$ cat src/rtl/ssc_ram.sv
module ssc_ram #(
  parameter int WIDTH = 32,
  parameter int DEPTH = 16
) (
  input  logic                     clk,
  input  logic                     we,
  input  logic [$clog2(DEPTH)-1:0] waddr,
  input  logic [WIDTH-1:0]         wdata,
  input  logic [$clog2(DEPTH)-1:0] raddr,
  output logic [WIDTH-1:0]         rdata
);

  logic [WIDTH-1:0] mem [DEPTH];

  always_ff @(posedge clk) begin
    if (we) begin
      mem[waddr] <= wdata;
    end
    rdata <= mem[raddr];
  end

endmodule

$ cat config.mk
export PLATFORM = sky130hd
export DESIGN_NAME = ssc_ram
export DESIGN_NICKNAME = d
export VERILOG_FILES = /design/src/rtl/ssc_ram.sv
export SDC_FILE = /design/constraint.sdc
export NUM_CORES = 1
export LEC_CHECK = 0
export ABC_AREA = 1
export BUFFER_PORTS_ARGS = -buffer_cell sky130_fd_sc_hd__buf_2
export CAP_MARGIN = 20
export CORE_ASPECT_RATIO = 0.75
export CORE_MARGIN = 3
export CORE_UTILIZATION = 28
export DETAILED_ROUTE_END_ITERATION = 7
export PLACE_DENSITY_LB_ADDON = 0.2
export SYNTH_ARGS = -nofsm -noshare
export SYNTH_HDL_FRONTEND = slang
export SYNTH_SLANG_ARGS = --single-unit
$ cat constraint.sdc
create_clock -name clk -period 2.7 [get_ports clk]
set_clock_uncertainty 0.15 [all_clocks]
set_input_delay 0.27 -clock clk [delete_from_list [all_inputs] [get_ports clk]]
set_output_delay 0.27 -clock clk [all_outputs]
set_load 0.01 [all_outputs]
== After elaboration in Yosys (flattened, before gate mapping) ==
Memory sizes are Yosys's and may differ from the RTL's. A register that Yosys moved wholly into a read port is not among the register bits.
Cells that the tools add are included.

* Mux-type cells: 2

{| class="wikitable"
|+ Operators with widths
! kind !! count
|-
| $mux W1 || 2
|}

* Memories: 1
* Input port bits: 42
* Word-level logic and storage cells: 3
* Output and inout bits: 32
* Register bits: 0
* RAM bits: 512

{| class="wikitable"
|+ Memories
! name !! depth !! bits a word !! read ports !! clocked after memory_dff !! write ports !! RTL line !! RTL
|-
| mem || 16 || 32 || 1 || 1 || 1 || 13 || <nowiki>logic [WIDTH-1:0] mem [DEPTH];</nowiki>
|}

== Depth between registers and ports, before layout ==
* Depth after elaboration: 2
* Mapped depth: 10
* Gate-level depth less buffers: 7

== Least setup slack after synthesis ==
No wires, ideal clock.

* Path type: input-to-reg
* Start: input port waddr[2]
* End: memory mem[10][0], enable pin
* Setup time: 421 ps
* Slack: 287 ps
* Arrival time: 1842 ps
* Stages on the path: 2
* Path through: nand3b_1 -> nor2_1

{| class="wikitable"
|+ RTL lines
! element !! RTL line !! RTL
|-
| from (decl) || 7 || <nowiki>input logic [$clog2(DEPTH)-1:0] waddr,</nowiki>
|-
| to (decl) || 13 ||
|}

No word-level cell before the write port.

== Worst setup path in the final report ==
* Start: register rdata[16], read port of mem
* End: output port rdata[16]

{| class="wikitable"
|+ RTL lines
! element !! RTL line !! RTL
|-
| from (decl) || 10 || <nowiki>output logic [WIDTH-1:0] rdata</nowiki>
|}

No word-level cell between the ends.

==> reports/results.ini <==
[cells_and_area]
n_antenna_cell = 0
layout_commonest_cell = nand2_1
nFillCells = 8076
fin_nets = 2256
final_cell_mix = 677 x nand2_1, 512 x edfxtp_1, 386 x inv_1
layout-drive-gt1-share_pct = 9.25
syn_to_final_growth_pct = 16.2

[drt]
via_per_inst = 4.43
wire_per_inst_um = 18.7
wl_um = 61800
firstDrtPassIters = 5
vias = 14652
drc = 0
drtIter0Drc = 1226
antenna_left = 0

[power]
max-vdd-ir-drop_v = 0.000564
power_density_nw_per_um2 = 686
leakagePower_nw = 11.0

[sta]
finalCritPeriodShare_pct = 59.7
slew_headroom_pct = 28.8
setup-violations-final = 0
hold_viol = 0
finalMaxSlewViolations = 0
worst_slew_pin_slew_ps = 1070
max_freq_mhz = 620
period_minus_slack_ps = 1610
fin_ws_ps = 1090
setup-tns-final_ps = 0
rsz0062_at_grt = no

[setup_path]
cpPeakStageDelay_ps = 430
cp-start-kind = flop
path_delay_family = flip-flops
critPathMaxFanout = 1
crit_chain = buf_2
path_buf_inv = 1
worstPathArrival_ps = 1190
required_ps = 2280
critPathCaptureType = output pin
crit_type = reg -> out
slowest_stage = dfxtp_1

[worst_hold_path]
worstHoldPathType = in -> reg

[clock_tree]
cts_tree = yes
numCtsBuffers = 53
clockBufferDepth = 3
worstSkewPairLatency_ps = 580
clkTransAtPathRegs_ps = 70
cts-resized-gates = 0
clock_sinks = 544
clockRootBuffer = clkbuf_16
cts_setup_buffers = 0
htree_levels = 2

[global_routing]
grt_max_degree = 130
grt_remaining_overflow = 0
antenna_found_initial = 4
grt_usage_pct = 14.4
first_global_vias = 14309
grt_pass1_wl_um = 92800

[synthesis]
synth_area_um2 = 22700
synth.distinct_cells = 15
synth-seq-cells = 544
syn_nets = 2162
synth.yosys.seq_area_share_pct = 70.5
syn_area_per_cell_um2 = 10.7
ys_warn_count = 0
netlist_instances = 2120

[floorplan]
rows = 89
dieArea_um2 = 84700
chipHeight_um = 253
dieWidth_um = 335
ios = 74
core-area_um2 = 79500
start_util_pct = 28.6

[placed_design]
dp_hpwl_um = 32200
io_buffers = 73
place_worst_setup_slack_ps = 646
gp_congestion = 0.730

[flow_run]
maxCapViolCount = 0

[run_status]
run_status = finished clean

-- path summary, 6_finish.rpt --
path | startpoint | endpoint | slack, ps | cells after the start
max | rdata[16]$_DFF_P_ | rdata[16] | 1090 | 1
min | raddr[2] | rdata[2]$_DFF_P_ | 190 | 5
max reg2reg | mem[9][5]$_DFFE_PP_ | rdata[5]$_DFF_P_ | 1440 | 6
min reg2reg | mem[4][20]$_DFFE_PP_ | rdata[20]$_DFF_P_ | 510 | 6
-- cell type report --
cell class	instances	area (µm²)	share of cell area (%)
Timing Repair Buffer	144	1220	4.61
Inverter	390	1470	5.58
Clock buffer	76	1540	5.81
Sequential cell	544	16000	60.7
Multi-Input combinational cell	1081	4670	17.7
Tap cell	1046	1310	4.96
Clock inverter	24	186	0.706
-- kinds of logic after synthesis --
kind of cell	synth area share [%]
simple gates	20.0
buf+inv	9.54
flops	70.5
-- routing by layer --
layer	wire, µm	vias to the layer above	GRT usage, %
met5	0	-	0
met4	807	0	2.60
met3	3450	61	2.07
met2	26400	391	21.6
met1	31100	7163	22.3
li1	-	7037	-
-- flip-flops by register name (all words and copies together) (netlist names) --
signal  cells
mem       512
rdata      32
-- stage by stage --
stage                     total power, mW  instances  utilization, %  hold WS, ps  cell area, µm²
final                                18.1       3305            33.2          193           26400
after global routing                 18.9       3305            33.2          194           26400
after CTS                            18.4       3305            33.2          158           26400
after detailed placement             10.9       3173            30.6          508           24400
after global placement               10.9       3173            30.6          502           24400
after floorplan                      10.3       2120               -          219           22700
-- cells in the mapped netlist --
cell      count  share of area, %
inv_2         1             0.016
dfxtp_1      32               2.8
nand3b_1      2             0.066
nand2_1     677                11
nor2_1       17              0.28
nand3_1     385               8.5
edfxtp_1    512                68
buf_1        14              0.23
buf_6        29               1.4
clkbuf_1     14              0.23
buf_12        1             0.088
buf_2        41              0.90
inv_4         1             0.028
inv_1       388               6.4
buf_4         6              0.20
-- where the power goes --
part / switching [mW] / internal (mW) / total, mW
sequential: 0.0629 / 9.44 / 9.50
combinational: 0.847 / 0.348 / 1.20
clock: 3.20 / 4.23 / 7.43
total: 4.11 / 14.0 / 18.1
-- timing repair --
action,4_1_cts,5_1_grt
endpoints found under the hold margin,512,0
setup endpoints to repair,0,0
hold buffers,32,0
-- worst min-delay path, stage by stage --
cell and delay (ps):
buf_4 130, buf_12 200, nand3_1 140, nand3_1 70, nand2_1 60
No activity file was read; power rests on OpenSTA's default activity.
